==> config.mk <==
export PLATFORM = sky130hd
export DESIGN_NAME = hcb_min_pair
export DESIGN_NICKNAME = d
export VERILOG_FILES = /design/src/sv/hcb_pkg.sv /design/src/sv/hcb_min_pair.sv
export SDC_FILE = /design/constraint.sdc
export NUM_CORES = 1
export LEC_CHECK = 0
export ABC_AREA = 1
export ABC_CLOCK_PERIOD_IN_PS = 10800
export BUFFER_PORTS_ARGS = -buffer_cell sky130_fd_sc_hd__buf_2
export CORE_ASPECT_RATIO = 0.5
export CORE_MARGIN = 1.5
export CORE_UTILIZATION = 29
export CTS_BUF_LIST = sky130_fd_sc_hd__clkbuf_8
export CTS_CLUSTER_SIZE = 30
export DETAILED_ROUTE_END_ITERATION = 10
export SLEW_MARGIN = 20
export SYNTH_ARGS = -nofsm -noshare
export SYNTH_HDL_FRONTEND = slang
export SYNTH_SLANG_ARGS = --single-unit
==> constraint.sdc <==
create_clock -name clk -period 10.8 [get_ports clk]
set_input_delay 3.24 -clock clk [delete_from_list [all_inputs] [get_ports clk]]
set_output_delay 3.24 -clock clk [all_outputs]
set_load 0.01 [all_outputs]
==> src/sv/hcb_pkg.sv <==
`timescale 1ns / 1ps

package hcb_pkg;

	// node weights hold a sum of up to 256 counts of 24 bits
	localparam int WEIGHT_BITS = 32;
	localparam int CODE_LEN_BITS = 6;
	localparam int CODE_OUT_BITS = 64;

	typedef enum logic [1:0] {
		CMD_LOAD  = 2'd0,
		CMD_BUILD = 2'd1,
		CMD_QUERY = 2'd2,
		CMD_NONE  = 2'd3
	} cmd_t;

	localparam logic KIND_BUILD = 1'b0;
	localparam logic KIND_QUERY = 1'b1;

	typedef enum logic [3:0] {
		ST_IDLE,
		ST_QUERY,
		ST_LEAF,
		ST_LEAF_END,
		ST_SCAN,
		ST_SCAN_END,
		ST_LINK_A,
		ST_LINK_B,
		ST_NEW,
		ST_CODE_RD,
		ST_CODE_CHK,
		ST_CODE_WR,
		ST_REPORT
	} state_t;

	// control of the minimum-pair tracker during a node scan
	typedef struct packed {
		logic clr;
		logic v;
		logic linked;
	} scan_ctl_t;

endpackage

==> src/sv/hcb_min_pair.sv <==
`timescale 1ns / 1ps

module hcb_min_pair #(
	parameter int IDX_BITS = 9
) (
	input  logic                             clk,
	input  logic                             arst_n,
	input  hcb_pkg::scan_ctl_t               ctl,
	input  logic [IDX_BITS-1:0]              idx,
	input  logic [hcb_pkg::WEIGHT_BITS-1:0]  weight,
	output logic [IDX_BITS-1:0]              a_idx,
	output logic [hcb_pkg::WEIGHT_BITS-1:0]  a_w,
	output logic [IDX_BITS-1:0]              b_idx,
	output logic [hcb_pkg::WEIGHT_BITS-1:0]  b_w
);

	logic has_a_q, has_b_q;
	logic [IDX_BITS-1:0] a_idx_q, b_idx_q;
	logic [hcb_pkg::WEIGHT_BITS-1:0] a_w_q, b_w_q;

	// presence flags of the two tracked candidates
	always_ff @(posedge clk or negedge arst_n) begin
		if (!arst_n) begin
			has_a_q <= 1'b0;
			has_b_q <= 1'b0;
		end else if (ctl.clr) begin
			has_a_q <= 1'b0;
			has_b_q <= 1'b0;
		end else if (ctl.v && !ctl.linked) begin
			if (!has_a_q || weight < a_w_q) begin
				has_a_q <= 1'b1;
				has_b_q <= has_a_q;
			end else if (!has_b_q || weight < b_w_q) begin
				has_b_q <= 1'b1;
			end
		end
	end

	// strict compares in ascending index order keep the lowest index on ties
	always_ff @(posedge clk) begin
		if (!ctl.clr && ctl.v && !ctl.linked) begin
			if (!has_a_q || weight < a_w_q) begin
				b_idx_q <= a_idx_q;
				b_w_q   <= a_w_q;
				a_idx_q <= idx;
				a_w_q   <= weight;
			end else if (!has_b_q || weight < b_w_q) begin
				b_idx_q <= idx;
				b_w_q   <= weight;
			end
		end
	end

	assign a_idx = a_idx_q;
	assign a_w   = a_w_q;
	assign b_idx = b_idx_q;
	assign b_w   = b_w_q;

endmodule

# Word level (Yosys, flattened, before mapping)
# Cells that the tools add are included.
# word_totals
mem_count	0
latch_bits	0
mem_bits_rw	0
out_inout_bits	82
reg_bits	84
wordCells	36
rom_bits	0
# op_classes
div_mod_pow	0
eq_ne	0
mul	0
order_cmp	2
n_mux	11
n_reduce_logical	17
addsub	0
n_shift	0
bitwise_logic	0
# op_table
op	count
32-bit < comparator	2
32-bit two-way mux	2
9-bit two-way mux	2
2-bit AND reduction	4
1-bit two-way mux	7
2-bit nonzero test	3
1-bit zero test	4
1-bit logical AND	3
3-bit nonzero test	1
1-bit logical OR	2

# Longest topological paths before layout
# Gate-level depths: netlist of the first run.
# logic_depth
depth_word	6
mapped_depth	18

# Worst setup path after synthesis of the first run
# OpenSTA, ideal clock, no wires.
# synth_path
kind	input port to flip-flop
startpoint	input port weight[27] (netlist bit)
endpoint	register b_idx_q[0], in the netlist b_idx[0], enable pin
slack_ps	3961
required_time_ps	10336
setup_ps	464
cell_stages	11
arrival_ps	6375
cell_sequence	ha_1 -> a21oi_1 -> o21ai_0 -> nand2_1 -> o211ai_1 -> a21oi_1 -> nand2_1 -> nand2_2 -> inv_2 -> clkbuf_2 -> a31oi_1
# synth_via
elab_chain_len	4
elab_cells_between_ends	6
cone_classes	order compare: 2; reduce/logical: 4
# synth_lines
element	line_no	text
start: declaration	hcb_min_pair.sv:10	input logic [hcb_pkg::WEIGHT_BITS-1:0] weight,
32-bit < comparator, on equally long branches	hcb_min_pair.sv:47, hcb_min_pair.sv:42	
1-bit logical OR, on equally long branches	hcb_min_pair.sv:47, hcb_min_pair.sv:42	
2-bit nonzero test (no line) *	n/a	
2-bit AND reduction (no line) *	n/a	
end signal: assignment	hcb_min_pair.sv:43	b_idx_q <= a_idx_q;
end signal: assignment	hcb_min_pair.sv:48	b_idx_q <= idx;
end: declaration	hcb_min_pair.sv:18	logic [IDX_BITS-1:0] a_idx_q, b_idx_q;
# Every way passes the cells marked *; elsewhere a longest branch is shown, timed or not.
# A chain may end at the register's enable or synchronous reset.

# Worst setup path in the final report of the first run
# layout_path
startpoint	input port weight[7] (netlist bit)
endpoint	register a_w_q (netlist bit a_w[19]), enable pin
# layout_via
elab_chain_len	3
# layout_lines
element	line_no	text
32-bit < comparator	hcb_min_pair.sv:42	if (!has_a_q || weight < a_w_q) begin
1-bit logical OR	hcb_min_pair.sv:42	
2-bit AND reduction (no line)	n/a	
end signal: assignment	hcb_min_pair.sv:46	a_w_q <= weight;
end: declaration	hcb_min_pair.sv:19	logic [hcb_pkg::WEIGHT_BITS-1:0] a_w_q, b_w_q;
# No other way between the ends.

==> summary.md, run 1 <==
| Metric | Value |
|---|---|
| Syn-to-layout area delta | 22.4% |
| Post-Syn Area | 0.00474 mm^2 |
| Final Cycle Share | 53.9% |
| Final Max Slew Viols | 0 |
| Synthesis Warnings | 0 |
| Max transition margin | 57.6% |
| Layout Skew | 0.00946 ns |
| Dpl cell area | 0.00561 mm^2 |
| #FFs+latches synth | 84 |
| Initial Util | 30.2% |
| Root Driver | clkbuf_8 |
| HP Class | flop to flop |
| WL/cell | 14.0 um |
| Clock Sink Count | 84 |
| CTS resizes | 0 |
| GP Congestion | 0.814 |
| Finished layout cell area | 0.00580 mm^2 |
| CP startpoint kind | input port |
| Detailed Routing Iterations Pass 1 | 4 |
| Pin count of the biggest net entering global routing | 56 |
| Fill count | 1617 |
| Register area | 0.00251 mm^2 |
| Critical path capture point type | flop |
| Global-route wire length before repair | 17.9 mm |
| Req. time, crit path | 10.84 ns |
| Starting DRC count in detailed routing | 130 |
| Fmax | 0.172 GHz |
| Pwr dens | 119 mW/mm^2 |
| Worst path most repeated cell | nand2_1 |
| FP Rows | 32 |
| H-tree levels | 3 |
| Core area | 0.0157 mm^2 |
| Die area | 0.0172 mm^2 |
| Worst-margin pin slew | 0.635 ns |
| Worst-path clk slew | 0.09 ns |
| Critical-path cell list | buf_2 -> ha_1 -> a21oi_1 -> o21a_1 -> nand2_1 -> nand2_1 -> nand2_1 -> nand2_1 -> nand2_1 -> nand2_2 -> inv_2 -> nor2_4 -> buf_4 |
| Syn Area/Cell | 10.3 um^2 |
| Final worst path period need | 5.82 ns |
| RSZ-0062 raised after global routing | false |
| Worst-Skew Late Latency | 0.37 ns |
| Arr. time, crit path | 5.86 ns |
| Antenna viol nets, final | 0 |
| Setup bufs post-CTS | 0 |
| Outcome | completed |
| Vias in the first global route | 3472 |
| I/O pin count | 128 |
| CP bufs+invs | 3 |
| Synthesized Nets | 566 |
| Yosys cell types | 25 |
| Kind of critical path | input port to flop |
| Port Buffers | 127 |
| Die Width | 184 um |
| Post-Synthesis Cells | 458 |
| Number of diodes | 0 |
| Footprint of the multi-input gates | 0.00187 mm^2 |
| Vias | 3508 |
| Final setup fails | 0 |
| Nets@finish | 698 |
| Final hold vios | 0 |
| Leakage | 2.72 nW |
| DIE HEIGHT | 93.4 um |
| Total congestion overflow | 0 |
| Max Cap Viol | 0 |
| Initial antenna violation count | 0 |
| Via density per instance | 4.30 |
| CTS Buf Count | 9 |
| Critical Path Fanout Max | 23 |
| Seq/Total Area, Yosys | 53.0% |
| Hpwl dp | 8.70 mm |
| WL final | 11.4 mm |
| Hold Buf Count CTS | 0 |
| Ratio of cells with drive above 1 in the final layout | 28.2% |
| Crit-path max cell delay | 0.55 ns |
| DRC | 0 |
| Worst VDD drop | 0.0564 mV |
| Setup TNS | 0 ns |
| Critical path's slowest cell | nor2_4 |
| Delay-heaviest family, CP | simple AND/OR/NAND/NOR gates |
| CTS max path bufs | 2 |
| GRT Util Overall | 13.8% |
| CTS tree | yes |
[flip-flops by register name, indices dropped and copies added (netlist names)]
register  flops
has_b_q       1
a_idx         9
a_w          32
b_idx         9
b_w          32
has_a_q       1
[stage by stage]
stage	instances	util, %	total power [mW]	worst slack [ns]	hold WS (ns)
final	816	36.9	0.693	4.98	0.552
after global routing	816	36.9	0.726	4.72	0.582
after CTS	816	36.9	0.702	4.94	0.554
after detailed placement	800	35.7	0.474	4.55	0.531
after global placement	800	35.7	0.472	4.63	0.530
after floorplan	458	-	0.437	3.96	0.485
[final cells by class]
type / count / area share [%]
repair buffers: 130 / 11.3
multi-input cells: 287 / 32.2
well taps: 221 / 4.77
clock inverters: 7 / 1.17
clock buffers: 9 / 2.14
flip-flops and latches: 84 / 43.3
inverters: 78 / 5.05
[per-layer routing]
| metal | track usage [%] | up-vias | share of wire, % |
|---|---|---|---|
| met5 | 0 | - | 0 |
| met1 | 17.5 | 1632 | 46 |
| li1 | - | 1810 | - |
| met4 | 4.30 | 0 | 1.1 |
| met2 | 22.9 | 56 | 49 |
| met3 | 3.86 | 10 | 4.3 |
[worst reg2reg max path: stages, from the launching register on]
cell and delay (ns):
edfxtp_1 0.41, inv_1 0.12, ha_1 0.25, a21oi_1 0.15, o21a_1 0.14, nand2_1 0.07, nand2_1 0.07, nand2_1 0.08
nand2_1 0.07, nand2_1 0.06, nand2_2 0.25, inv_2 0.26, nor2_4 0.55, buf_4 0.44
[power breakdown]
group	switching [mW]	internal (mW)
registers	0.00473	0.370
logic	0.0562	0.0345
clock network	0.122	0.106
total	0.183	0.510
[cells by family (layout without fill, tap and decap cells)]
logic type | Yosys count | after routing | share of synthesized area [%]
AND/OR/NAND/NOR | 145 | 145 | 12.2
buffers and inverters | 87 | 224 | 8.03
flip-flops | 84 | 84 | 53.0
AO/OA/AOI/OAI | 80 | 80 | 10.4
adder cells (fa/ha/maj) | 62 | 62 | 16.4
[synth_stat cells, drive strengths merged]
cell,count,share of area (%)
a21o,1,0.16
a21oi,33,3.5
a31oi,1,0.13
and3,1,0.13
buf,7,1.7
clkbuf,2,0.18
dfrtp,2,1.1
edfxtp,82,52
ha,62,16
inv,78,6.2
nand2,117,9.3
nand3,5,0.53
nand4,5,0.66
nor2,14,1.1
nor3,2,0.21
nor4,1,0.26
o211ai,2,0.32
o21a,3,0.48
o21ai,39,5.6
o21bai,1,0.16
[layout by cell type, fill, tap and decap left out, drive strengths merged]
cell and count:
o211ai 2, o21bai 1, a21o 1, clkinvlp 1, buf 130, ha 62, dfrtp 2, nor3 2
clkinv 5, nor4 1, nand2 117, a21oi 33, inv 78, nand3 5, and3 1, edfxtp 82
nand4 5, clkbuf 9, o21a 3, a31oi 1, nor2 14, o21ai 39, bufinv 1
[path summary, 6_finish.rpt]
| path | slack (ns) | startpoint | to | cells past startpoint |
|---|---|---|---|---|
| hold reg to reg | 0.55 | a_idx[8] | b_idx[8] | 2 |
| hold / removal | 0.55 | a_idx[8] | b_idx[8] | 2 |
| min in group asynchronous | 2.65 | arst_n | has_b_q | 1 |
| max in group asynchronous | 8.04 | arst_n | has_a_q | 1 |
| setup reg to reg | 7.53 | a_w[7] | a_w[19] | 13 |
| setup / recovery | 4.98 | weight[7] | a_w[19] | 13 |
Note: power is estimated with default switching activity, not from simulation.
==> inputs of run 2 (changes only) <==
--- a/config.mk
+++ b/config.mk
@@ -6,7 +6,7 @@
 export NUM_CORES = 1
 export LEC_CHECK = 0
 export ABC_AREA = 1
-export ABC_CLOCK_PERIOD_IN_PS = 10800
+export ABC_CLOCK_PERIOD_IN_PS = 5280
 export BUFFER_PORTS_ARGS = -buffer_cell sky130_fd_sc_hd__buf_2
 export CORE_ASPECT_RATIO = 0.5
 export CORE_MARGIN = 1.5
==> constraint.sdc (replaced) <==
create_clock -name clk -period 5.28 [get_ports clk]
set_input_delay 1.584 -clock clk [delete_from_list [all_inputs] [get_ports clk]]
set_output_delay 1.584 -clock clk [all_outputs]
set_load 0.01 [all_outputs]
==> run 2 against run 1 <==
Sequential share of layout area fell by 0.42 points; global-route usage fell by 0.55 points; combinational power rose by 110%; largest power group unchanged.
==> summary.md, run 2 (synthesis gave the netlist of run 1 again) <==
| Metric | Value |
|---|---|
| Outcome | completed |
| Register area | 0.00251 mm^2 |
| Vias in the first global route | 3519 |
| FP Rows | 32 |
| Die area | 0.0172 mm^2 |
| Final setup fails | 0 |
| Most common cell after layout, fill and taps aside | buf_2 |
| Critical-path cell list | buf_2 -> ha_1 -> a21oi_1 -> o21ai_0 -> nand2_1 -> o211ai_1 -> a21oi_1 -> nand2_1 -> nand2_2 -> inv_2 -> a31oi_4 -> buf_12 |
| HP Start | a_idx[8] |
| RR Startpoint | a_w[7] |
| Final hold slack | 0.546 ns |
| Delay-heaviest family, CP | compound AO/OA/AOI/OAI gates |
| WL/cell | 13.7 um |
| Max transition margin | 42.4% |
| Hold Buf Count CTS | 0 |
| GRT Util Overall | 13.3% |
| CTS resizes | 0 |
| Layout Skew | 0.00782 ns |
| Setup bufs post-CTS | 0 |
| Total congestion overflow | 0 |
| Via density per instance | 4.31 |
| Final Cycle Share | 77.8% |
| Nets@finish | 698 |
| Number of diodes | 0 |
| CTS tree | yes |
| Hold path endpoint | b_idx[8] |
| DRC | 0 |
| Clock Sink Count | 84 |
| Vias | 3514 |
| Critical path's slowest cell | a31oi_4 |
| Final core area utilization | 37.3% |
| Reg-to-reg endpoint | b_idx[2] |
| I/O pin count | 128 |
| RSZ-0062 raised after global routing | false |
| Critical path capture point type | flop |
| Ratio of cells with drive above 1 in the final layout | 28.6% |
| DIE HEIGHT | 93.4 um |
| Max Cap Viol | 0 |
| Footprint of the multi-input gates | 0.00187 mm^2 |
| Critical Path Fanout Max | 21 |
| Port Buffers | 127 |
| Starting DRC count in detailed routing | 179 |
| Detailed Routing Iterations Pass 1 | 4 |
| Antenna viol nets, final | 0 |
| Fmax | 0.243 GHz |
| Syn-to-layout area delta | 23.6% |
| Worst-path clk slew | 0.09 ns |
| CP bufs+invs | 3 |
| GP Congestion | 0.783 |
| Cell depth of the worst hold path | 2 |
| HP Class | flop to flop |
| Root Driver | clkbuf_8 |
| Kind of critical path | input port to flop |
| Req. time, crit path | 5.35 ns |
| Flop2flop setup slack | 2.07 ns |
| Crit-path max cell delay | 0.74 ns |
| Final hold vios | 0 |
| Hpwl dp | 8.65 mm |
| Pin count of the biggest net entering global routing | 56 |
| Pwr dens | 252 mW/mm^2 |
| Setup TNS | 0 ns |
| Worst-margin pin slew | 0.864 ns |
| Commonest non-fill, non-tap cells in the layout | buf_2 (127), nand2_1 (116), edfxtp_1 (82) |
| WL final | 11.1 mm |
| Fill count | 1602 |
| Leakage | 2.74 nW |
| CTS Buf Count | 9 |
| Die Width | 184 um |
| Arr. time, crit path | 4.18 ns |
| Worst-Skew Late Latency | 0.36 ns |
| Final worst path period need | 4.11 ns |
| CTS max path bufs | 2 |
| Global-route wire length before repair | 17.4 mm |
| Core area | 0.0157 mm^2 |
| CP startpoint kind | input port |
| Initial Util | 30.2% |
| Initial antenna violation count | 0 |
| Worst VDD drop | 0.0972 mV |
| H-tree levels | 3 |
| Worst Reg-to-Reg Cells | 13 |
| Final Max Slew Viols | 0 |
-- run 2: metrics by stage --
stage               setup slack (ns)  power [mW]  area, um^2  cells
floorplan                     0.0971       0.893        4740    458
global placement               0.767       0.966        5630    800
detailed placement             0.758       0.971        5630    800
CTS                             1.14        1.49        5860    816
global route                   0.929        1.54        5860    816
finish                          1.17        1.47        5860    816
-- run 2: worst max-delay path by stage --
stage	depth (start not counted)	slack [ns]	from	to
after floorplan	11	0.1	weight[27]	b_idx[0]
after global placement	12	0.77	weight[27]	b_idx[3]
after detailed placement	12	0.76	weight[27]	b_idx[3]
after CTS	12	1.14	weight[27]	b_idx[2]
after global routing	11	0.93	weight[31]	b_w[30]
final	12	1.17	weight[27]	b_idx[2]
-- run 2: worst reg2reg max path, delay by kind of cell, from the launching register on --
kind	cells	cell delay [ns]
compound gates	3	1.05
buf+inv	3	0.63
simple gates	6	0.56
flops	1	0.41
fa+ha+maj	1	0.25
-- run 2: cell type report --
cell class / instances / share of cell area, %
timing repair buffer: 130 / 11.7
sequential: 84 / 42.9
clock buffer: 9 / 2.12
multi-input combinational: 287 / 31.9
inverter: 78 / 5.00
tap: 221 / 4.72
clock inverter: 7 / 1.69
-- run 2: routing by layer --
layer  track usage, %  vias up  routed length, um
met5                0        -                  0
met3             3.47        8                589
met1             16.1     1623               4890
met2             23.3       70               5570
met4             3.69        0                 99
li1                 -     1813                  -
-- run 2: power breakdown --
part	switching (mW)	total, mW	internal (mW)
Combinational	0.114	0.187	0.0725
Clock	0.251	0.521	0.270
Sequential	0.0100	0.766	0.756
Total	0.375	1.47	1.10
